<file path="src/sv/booth_radix2_multiplier_defines.svh">
// assertion macros shared by the rtl files
`ifndef BOOTH_RADIX2_MULTIPLIER_DEFINES_SVH
`define BOOTH_RADIX2_MULTIPLIER_DEFINES_SVH

// same-cycle implication, sampled on clock, off during reset
`define BRM_ASSERT_IMPLY(label, cond, expr, msg) \
   label: assert property (@(posedge clock) disable iff (reset) (cond) |-> (expr)) \
      else $error(msg);

// next-cycle implication, sampled on clock, off during reset
`define BRM_ASSERT_NEXT(label, cond, expr, msg) \
   label: assert property (@(posedge clock) disable iff (reset) (cond) |=> (expr)) \
      else $error(msg);

`endif

</file>
<file path="src/sv/brm_pkg.sv">
`default_nettype none

package brm_pkg;

   localparam int OPERAND_WIDTH_DEFAULT = 16;
   localparam int IN_WIDTH              = 16;
   localparam int PRODUCT_WIDTH         = 32;
   localparam int STEPS_PER_STAGE       = 2;

   typedef enum logic [1:0] {
      BOOTH_KEEP0 = 2'b00,
      BOOTH_ADD   = 2'b01,
      BOOTH_SUB   = 2'b10,
      BOOTH_KEEP1 = 2'b11
   } booth_op_type;

endpackage

`default_nettype wire

</file>
<file path="src/sv/brm_stage.sv">
`default_nettype none

`include "booth_radix2_multiplier_defines.svh"

module brm_stage #(
   parameter int OPERAND_WIDTH = brm_pkg::OPERAND_WIDTH_DEFAULT,
   parameter int FIRST_STEP    = 0
) (
   input  wire logic                     clock,
   input  wire logic                     reset,
   input  wire logic                     up_valid,
   input  wire logic [OPERAND_WIDTH-1:0] up_md,
   input  wire logic [OPERAND_WIDTH-1:0] up_ac,
   input  wire logic [OPERAND_WIDTH-1:0] up_q,
   input  wire logic                     up_prev,
   output logic                          valid_ff,
   output logic [OPERAND_WIDTH-1:0]      md_ff,
   output logic [OPERAND_WIDTH-1:0]      ac_ff,
   output logic [OPERAND_WIDTH-1:0]      q_ff,
   output logic                          prev_ff
);
   import brm_pkg::*;

   localparam int W = OPERAND_WIDTH;

   logic         valid_in;
   logic [W-1:0] ac_in;
   logic [W-1:0] q_in;
   logic         prev_in;

   logic [W-1:0] ac_t   [STEPS_PER_STAGE+1];
   logic [W-1:0] q_t    [STEPS_PER_STAGE+1];
   logic         prev_t [STEPS_PER_STAGE+1];
   logic [W-1:0] sum_t  [STEPS_PER_STAGE];

   always_comb begin
      ac_t[0]   = up_ac;
      q_t[0]    = up_q;
      prev_t[0] = up_prev;
      for (int i = 0; i < STEPS_PER_STAGE; i++) begin
         case (booth_op_type'({q_t[i][0], prev_t[i]}))
            BOOTH_ADD: sum_t[i] = ac_t[i] + up_md;
            BOOTH_SUB: sum_t[i] = ac_t[i] - up_md;
            default:   sum_t[i] = ac_t[i];
         endcase
         if (FIRST_STEP + i < W) begin
            prev_t[i+1] = q_t[i][0];
            q_t[i+1]    = {sum_t[i][0], q_t[i][W-1:1]};
            ac_t[i+1]   = {sum_t[i][W-1], sum_t[i][W-1:1]};
         end else begin
            prev_t[i+1] = prev_t[i];
            q_t[i+1]    = q_t[i];
            ac_t[i+1]   = ac_t[i];
         end
      end
      valid_in = up_valid;
      ac_in    = ac_t[STEPS_PER_STAGE];
      q_in     = q_t[STEPS_PER_STAGE];
      prev_in  = prev_t[STEPS_PER_STAGE];
   end

   always_ff @(posedge clock) begin
      if (reset) begin
         valid_ff <= 1'b0;
      end else begin
         valid_ff <= valid_in;
      end
      md_ff   <= up_md;
      ac_ff   <= ac_in;
      q_ff    <= q_in;
      prev_ff <= prev_in;
   end

   `BRM_ASSERT_NEXT(a_valid_moves, up_valid, valid_ff, "stage lost an item")
   `BRM_ASSERT_NEXT(a_no_phantom, !up_valid, !valid_ff, "stage invented an item")

endmodule

`default_nettype wire

</file>
<file path="src/sv/booth_radix2_multiplier.sv">
`default_nettype none

// booth_radix2_multiplier
// signed radix-2 booth multiplier, fully pipelined
// input: drive req_multiplicand and req_multiplier with start high; the item
//   is taken at any rising edge where start is high and busy is low. busy is
//   always low, so one item may enter on every cycle
// output: rsp_valid pulses for one cycle with rsp_product; results leave in
//   the order the items entered and must be taken in that cycle
// pipeline: each registered stage performs two booth add/sub and shift
//   steps, and the last stage only one when OPERAND_WIDTH is odd
// throughput: one item per cycle
// operands are sign-extended or cut to OPERAND_WIDTH; the accumulator wraps
//   at OPERAND_WIDTH bits, and AC:Q is cut or zero-extended to 32 bits
// reset: synchronous, clears the stage valid bits; items in flight are
//   dropped and no result appears until new items have passed through
// there is no output stall; the receiver always takes rsp_product

`include "booth_radix2_multiplier_defines.svh"

module booth_radix2_multiplier #(
   parameter int OPERAND_WIDTH = brm_pkg::OPERAND_WIDTH_DEFAULT
) (
   input  wire logic                                 clock,
   input  wire logic                                 reset,
   input  wire logic                                 start,
   output logic                                      busy,
   input  wire logic signed [brm_pkg::IN_WIDTH-1:0]  req_multiplicand,
   input  wire logic signed [brm_pkg::IN_WIDTH-1:0]  req_multiplier,
   output logic                                      rsp_valid,
   output logic signed [brm_pkg::PRODUCT_WIDTH-1:0]  rsp_product
);
   import brm_pkg::*;

   localparam int W          = OPERAND_WIDTH;
   localparam int NUM_STAGES = (W + STEPS_PER_STAGE - 1) / STEPS_PER_STAGE;

   logic         valid_s [NUM_STAGES+1];
   logic [W-1:0] md_s    [NUM_STAGES+1];
   logic [W-1:0] ac_s    [NUM_STAGES+1];
   logic [W-1:0] q_s     [NUM_STAGES+1];
   logic         prev_s  [NUM_STAGES+1];
   logic         zero_md;

   assign busy = 1'b0;

   assign valid_s[0] = start && !busy;
   assign md_s[0]    = W'(req_multiplicand);
   assign q_s[0]     = W'(req_multiplier);
   assign ac_s[0]    = '0;
   assign prev_s[0]  = 1'b0;

   for (genvar s = 0; s < NUM_STAGES; s++) begin : g_stage
      brm_stage #(
         .OPERAND_WIDTH(W),
         .FIRST_STEP   (s * STEPS_PER_STAGE)
      ) u_stage (
         .clock   (clock),
         .reset   (reset),
         .up_valid(valid_s[s]),
         .up_md   (md_s[s]),
         .up_ac   (ac_s[s]),
         .up_q    (q_s[s]),
         .up_prev (prev_s[s]),
         .valid_ff(valid_s[s+1]),
         .md_ff   (md_s[s+1]),
         .ac_ff   (ac_s[s+1]),
         .q_ff    (q_s[s+1]),
         .prev_ff (prev_s[s+1])
      );
   end

   assign rsp_valid   = valid_s[NUM_STAGES];
   assign rsp_product = PRODUCT_WIDTH'({ac_s[NUM_STAGES], q_s[NUM_STAGES]});

   assign zero_md = rsp_valid && (md_s[NUM_STAGES] == '0) && !prev_s[NUM_STAGES];

   `BRM_ASSERT_IMPLY(a_zero_md, zero_md, rsp_product == '0, "zero multiplicand, nonzero product")
   `BRM_ASSERT_IMPLY(a_never_busy, 1'b1, !busy, "busy raised")
   `BRM_ASSERT_IMPLY(a_product_known, rsp_valid, !$isunknown(rsp_product), "unknown product")

endmodule

`default_nettype wire
</file>
<file path="config.mk">
export PLATFORM = sky130hd
export DESIGN_NAME = booth_radix2_multiplier
export DESIGN_NICKNAME = d
export VERILOG_FILES = /design/src/sv/brm_pkg.sv /design/src/sv/brm_stage.sv /design/src/sv/booth_radix2_multiplier.sv
export VERILOG_INCLUDE_DIRS = /design/src /design/src/sv
export SDC_FILE = /design/constraint.sdc
export NUM_CORES = 1
export LEC_CHECK = 0
export ABC_CLOCK_PERIOD_IN_PS = 5270
export BUFFER_PORTS_ARGS = -buffer_cell sky130_fd_sc_hd__buf_4
export CORE_MARGIN = 10
export CORE_UTILIZATION = 36
export DETAILED_ROUTE_END_ITERATION = 16
export SLEW_MARGIN = 10
export SYNTH_ARGS = -nofsm -noshare
export SYNTH_HDL_FRONTEND = slang
export SYNTH_SLANG_ARGS = --single-unit
</file>
<file path="constraint.sdc">
create_clock -name clock -period 5.27 [get_ports clock]
set_clock_uncertainty 0.1 [all_clocks]
set_input_delay 1.054 -clock clock [delete_from_list [all_inputs] [get_ports clock]]
set_output_delay 1.054 -clock clock [all_outputs]
set_load 0.05 [all_outputs]
</file>
==> results.cfg, run 1 <==
[run_status]
status = finished, final reports clean

[synthesis]
synth_cell_types = 90
synth-edff-count = 0
yosys-mux-area-fraction_pct = 4.04
synth_common_cells = 375 x dfxtp_1, 317 x nor2_1, 314 x xnor2_1
netlist_instances = 2854
synth.cell_area_mm2 = 0.0245
synth_ff_type = dfxtp_1
synth.net_count = 3151
synth_fa_ha_area_share_pct = 13.8
synth_top_area_share_pct = 30.7
synthSimpleGateAreaFrac_pct = 17.9
synth_top_area_cell = dfxtp_1
synth_top_family_by_area = simple AND/OR/NAND/NOR gates
synth_compound_area_share_pct = 15.9
synth.avg_cell_area_um2 = 8.58
yosys_register_bits = 375
synth-xor-area-share_pct = 14.5
ys_warn_count = 0
ys_top_cells_by_area = dfxtp_1 31%, ha_1 13%, xnor2_1 11%
synth.most_common_cell = dfxtp_1
synth.yosys.seq_area_share_pct = 30.7
async_flop_share_pct = 0

[finish]
post-route-util_pct = 41.3
layout.nets = 3234
drive_gt1_share_pct = 10.9
area_delta_synth_final_pct = 13.5
insertedDiodeCount = 0
stdcell_count = 3845

[cts]
cts_hold_buf = 0
htree_levels = 2
insertion_delay_ps = 590
tritoncts = built
root_buffer = clkbuf_16
numCtsBuffers = 46
numClockSinks = 375
clockBufferDepth = 3
clk_pin_slew_ps = 60

[worst_setup_path]
cp.arrival_ps = 5290
crit_type = reg2reg
cp_data_required_time_ps = 5640
path_max_fanout = 5
r2r_cells = 23
r2r_start = g_stage[6].u_stage.md_ff[1]$_DFF_P_
critPathLaunchType = flip-flop
rrSetupSlack_ps = 350
end_kind = flip-flop
r2r-end = g_stage[7].u_stage.ac_ff[14]$_DFF_P_

[floorplan]
die_h_um = 281
pin_count = 69
rows = 95
die_w_um = 281
start_util_pct = 36.4
coreArea_mm2 = 0.0673
die_area_mm2 = 0.0788

[pwr]
irDropWorstVdd_mv = 0.253
p_leak_nw = 11.9
p_per_area_mw_per_mm2 = 632

[timing]
slew_viol_final = 0
rsz0062_at_grt = true
hold_viol = 0
fmax_mhz = 203
min_period_over_period_pct = 93.4
worst_pin_slew_ps = 903
fin_crit_ps = 4920
finalSetupViolCount = 0
fin_hold_ws_ps = 211
relSlewSlack_pct = 39.8

[hold_path]
hold_path.class = reg2reg
whs_endpoint = g_stage[6].u_stage.q_ff[13]$_DFF_P_
holdPathStages = 0
min_from = g_stage[5].u_stage.q_ff[15]$_DFF_P_

[place]
dp_hpwl_um = 42800
io_buffers = 67
place_congestion = 0.833
dp_cells = 3762

[detailed_routing]
drc = 0
first_pass_iters = 5
routedWlPerCell_um = 14.1
drtAntennaViolNets = 0
drt_iter0_drc = 1058
wl_um = 54200
dr_total_vias = 19183
vias_per_cell = 4.99

[global_route]
grt_pass1_wl_um = 91400
grt_pass1_vias = 18319
track_usage_pct = 13.7
grt_overflow_total = 0
grt_max_degree = 29
antenna_found_initial = 2

[job]
cap_viol_max_count = 0
-- worst max-delay path by stage --
stage / from / endpoint / slack [ps] / cells past startpoint
after floorplan: req_multiplier[0] / g_stage[0].u_stage.ac_ff[14]$_DFF_P_ / 420 / 16
after global placement: g_stage[2].u_stage.md_ff[0]$_DFF_P_ / g_stage[3].u_stage.ac_ff[14]$_DFF_P_ / 160 / 22
after detailed placement: g_stage[1].u_stage.md_ff[1]$_DFF_P_ / g_stage[2].u_stage.ac_ff[14]$_DFF_P_ / 110 / 23
after CTS: g_stage[1].u_stage.md_ff[1]$_DFF_P_ / g_stage[2].u_stage.ac_ff[14]$_DFF_P_ / 80 / 23
after global routing: g_stage[1].u_stage.md_ff[1]$_DFF_P_ / g_stage[2].u_stage.ac_ff[14]$_DFF_P_ / -30 / 22
final: g_stage[6].u_stage.md_ff[1]$_DFF_P_ / g_stage[7].u_stage.ac_ff[14]$_DFF_P_ / 350 / 23
-- per-stage QoR --
stage	power (mW)	setup TNS, ps	setup WS, ps	area [um^2]
floorplan	12.3	0	416	24500
global placement	14.2	0	160	26100
detailed placement	14.3	0	112	26100
CTS	17.7	0	83.6	27700
global route	19.2	-57.1	-30.5	27800
finish	17.6	0	346	27800
-- worst max-delay path: stages, from the launching register on --
cell	delay [ps]
dfxtp_1	340
inv_1	60
ha_1	190
nor3b_4	230
nor3b_1	210
buf_4	150
nor3b_2	180
nor2_1	70
xnor2_1	130
ha_1	290
a21o_1	180
a21o_1	190
a41o_1	200
a21o_1	200
a211oi_4	290
xor2_1	170
o21ai_1	90
ha_2	230
or3_1	360
a2111o_1	320
a41oi_1	250
xnor2_1	140
nor2_1	60
xor2_1	160
-- cells in the final DEF, fill, tap and decap left out, drive strengths merged, types with 53 or more instances in the layout --
master  instances
a21o           60
buf           126
nand2         222
xor2           79
clkbuf         60
mux2           53
dfxtp         375
nor2          317
a21oi         167
nor3           89
o21ai         198
nand2b         54
xnor2         321
inv           103
ha            247
-- layout make-up --
cell class / count / area (um^2)
Clock buffer: 60 / 1330
Clock inverter: 23 / 269
Fill cell: 6773 / 39500
Inverter: 99 / 372
Multi-Input combinational cell: 2289 / 16300
Sequential cell: 375 / 7510
Tap cell: 873 / 1090
Timing Repair Buffer: 126 / 946
-- flip-flops by register name, summed over array words and instances, names as in the netlist --
register                  count
g_stage.u_stage.q_ff        128
g_stage.u_stage.valid_ff      8
g_stage.u_stage.ac_ff       120
g_stage.u_stage.md_ff       112
g_stage.u_stage.prev_ff       7
-- cells by family after synthesis --
family                     Yosys count
DFF                                375
and+or+nand+nor                    910
AOI/OAI and AO/OA                  625
adders and majority gates          262
xor gates and xnor gates           400
other                                1
buffers and inverters              190
muxes                               91
-- power by group --
part,internal (mW),switching [mW]
Combinational,4.70,5.53
Clock,1.98,1.28
Sequential,3.65,0.429
Total,10.3,7.23
-- timing repair --
item / in CTS / in global routing
gates resized for setup: 0 / 22
endpoints found under the setup margin: 0 / 13
setup buffers: 0 / 0
-- metal layers --
metal	global-route usage (%)	wire length, um
met1	18.5	27200
met2	22.4	23900
met3	2.28	2140
met4	3.14	900
met5	0	34
Note: power is estimated with default switching activity, not from simulation.
==> run 2, diff against run 1 <==
ABC_CLOCK_PERIOD_IN_PS = 5230   (was 5270)
clock period = 5.23 ns   (was 5.27 ns; I/O delays follow)
==> run 2 against run 1 <==
Against the previous run: maximum frequency down 0.44%; power down 0.22%; clock power down 5%; via count down 0.43%; setup slack worse by 62 ps; core utilization down 0.13 points; sequential power up 1%; clock-buffer cell count down 2; highest routed layer is now met4.
==> results.cfg, run 2 (synthesis results as in run 1) <==
[run_status]
status = finished, final reports clean

[timing]
hold_viol = 0
worst_pin_slew_ps = 973
fin_hold_ws_ps = 219
finalSetupViolCount = 0
min_period_over_period_pct = 94.6
fmax_mhz = 202
relSlewSlack_pct = 35.2
fin_crit_ps = 4950
slew_viol_final = 0

[finish]
area_delta_synth_final_pct = 13.2
layout.nets = 3235
insertedDiodeCount = 0
largest-register = g_stage.u_stage.q_ff
layout_common_cells = 375 x dfxtp_1, 316 x nor2_1, 314 x xnor2_1
layout_commonest_cell = dfxtp_1
top_regs = g_stage.u_stage.q_ff x128, g_stage.u_stage.ac_ff x120, g_stage.u_stage.md_ff x112
fin_area_mm2 = 0.0277
post-route-util_pct = 41.2
stdcell_count = 3842
largest_register_ffs = 128
drive_gt1_share_pct = 10.8

[cts]
post_cts_buffers = 0
insertion_delay_ps = 580
cts_resized = 0
htree_levels = 2
clockBufferDepth = 3
root_buffer = clkbuf_16
numClockSinks = 375
tritoncts = built
numCtsBuffers = 44
clk_pin_slew_ps = 60
cts_hold_buf = 0

[global_route]
track_usage_pct = 13.7
grt_pass1_vias = 18382
grt_overflow_total = 0
grt_max_degree = 35
grt_pass1_wl_um = 91300
antenna_found_initial = 0

[floorplan]
pin_count = 69
start_util_pct = 36.4
die_h_um = 281
die_w_um = 281
rows = 95
coreArea_mm2 = 0.0673
die_area_mm2 = 0.0788

[worst_setup_path]
r2r_cells = 23
crit_path_max_incr_delay_ps = 390
end_kind = flip-flop
critPathLaunchType = flip-flop
r2r-end = g_stage[7].u_stage.ac_ff[14]$_DFF_P_
crit_type = reg2reg
r2r_start = g_stage[6].u_stage.md_ff[0]$_DFF_P_
cp.arrival_ps = 5300
rrSetupSlack_ps = 280
cp_cell_sequence = inv_1 -> ha_1 -> nor3b_2 -> nor3b_2 -> buf_4 -> nor3b_2 -> nor2_1 -> xnor2_1 -> ha_1 -> a21o_1 -> a21o_1 -> a41o_1 -> a21o_1 -> a211oi_4 -> xor2_1 -> o21ai_1 -> ha_2 -> or3_1 -> a2111o_1 -> a41oi_2 -> xnor2_1 -> nor2_1 -> xor2_1
slowest_stage = dfxtp_1
cp_data_required_time_ps = 5590
path_max_fanout = 5

[pwr]
power.switching_mw = 7.26
p_per_area_mw_per_mm2 = 632
power_frac_clock_pct = 17.6
p_leak_nw = 11.8
p_int_mw = 10.3
seqPwrFrac_pct = 23.5
power_frac_comb_pct = 58.9
irDropWorstVdd_mv = 0.312
power_mw = 17.5
switching_share_pct = 41.4

[place]
placed_area_mm2 = 0.0261
dp_hpwl_um = 43300
place_congestion = 0.851
dp_cells = 3765
io_buffers = 67

[detailed_routing]
dr_total_vias = 19100
vias_per_cell = 4.97
drtAntennaViolNets = 0
routedWlPerCell_um = 14.2
drc = 0
drt_iter0_drc = 1086
first_pass_iters = 6
wl_um = 54500

[hold_path]
min_from = g_stage[6].u_stage.q_ff[11]$_DFF_P_
hold_path.class = reg2reg
holdPathStages = 0
whs_endpoint = g_stage[7].u_stage.q_ff[9]$_DFF_P_

[job]
cap_viol_max_count = 0
[run 2: cell count changes in the layout (fill, tap and decap cells not counted), moves of 2 or more]
cell / delta
buf_4: +3
clkinv_4: -3
a21oi_2: +2
clkbuf_8: -2
a21oi_1: -2
[run 2: through the flow]
step | setup TNS, ps | setup WS, ps
6_report | 0 | 284
5_1_grt | -64.2 | -64.2
3_3_place_gp | 0 | 91.2
3_5_place_dp | 0 | 33.2
4_1_cts | 0 | 1.85
2_1_floorplan | 0 | 384
[run 2: per-layer routing]
metal,track usage (%),vias up,share of wire [%]
li1,-,10097,-
met1,18.6,8732,51
met2,22.5,209,44
met3,2.17,62,3.5
met4,3.23,0,1.7
met5,0,-,0
[run 2: power by group through the flow]
stage / Combinational (mW) / Clock, mW / Sequential [mW]
2_1_floorplan: 8.17 / 0 / 4.21
3_3_place_gp: 10.1 / 0 / 4.19
3_5_place_dp: 10.2 / 0 / 4.19
4_1_cts: 10.2 / 3.21 / 4.13
5_1_grt: 11.6 / 3.32 / 4.21
6_report: 10.3 / 3.09 / 4.12
[run 2: worst max path at each step]
| stage | from | endpoint | slack (ps) |
|---|---|---|---|
| 4_1_cts | g_stage[6].u_stage.md_ff[0]$_DFF_P_ | g_stage[7].u_stage.ac_ff[14]$_DFF_P_ | 2 |
| 5_1_grt | g_stage[6].u_stage.md_ff[0]$_DFF_P_ | g_stage[7].u_stage.ac_ff[14]$_DFF_P_ | -60 |
| 3_5_place_dp | g_stage[6].u_stage.md_ff[0]$_DFF_P_ | g_stage[7].u_stage.ac_ff[14]$_DFF_P_ | 30 |
| 3_3_place_gp | g_stage[2].u_stage.md_ff[0]$_DFF_P_ | g_stage[3].u_stage.ac_ff[14]$_DFF_P_ | 90 |
| 2_1_floorplan | req_multiplier[0] | g_stage[0].u_stage.ac_ff[14]$_DFF_P_ | 380 |
| 6_report | g_stage[6].u_stage.md_ff[0]$_DFF_P_ | g_stage[7].u_stage.ac_ff[14]$_DFF_P_ | 280 |
[run 2: critical path: cells and delay by family, from the launching register on]
kind / cells / cell delay (ps)
adders and majority gates: 3 / 710
and+or+nand+nor: 6 / 1020
AOI/OAI and AO/OA: 8 / 1770
DFF: 1 / 390
xor gates and xnor gates: 4 / 620
buffers and inverters: 2 / 220
[run 2: layout make-up]
type                       instances  area (um^2)
clock buffer                      58         1280
clock inverter                    19          205
fill                            6726        39600
inverter                          99          372
multi-input combinational       2289        16300
sequential                       375         7510
tap                              873         1090
timing repair buffer             129          968
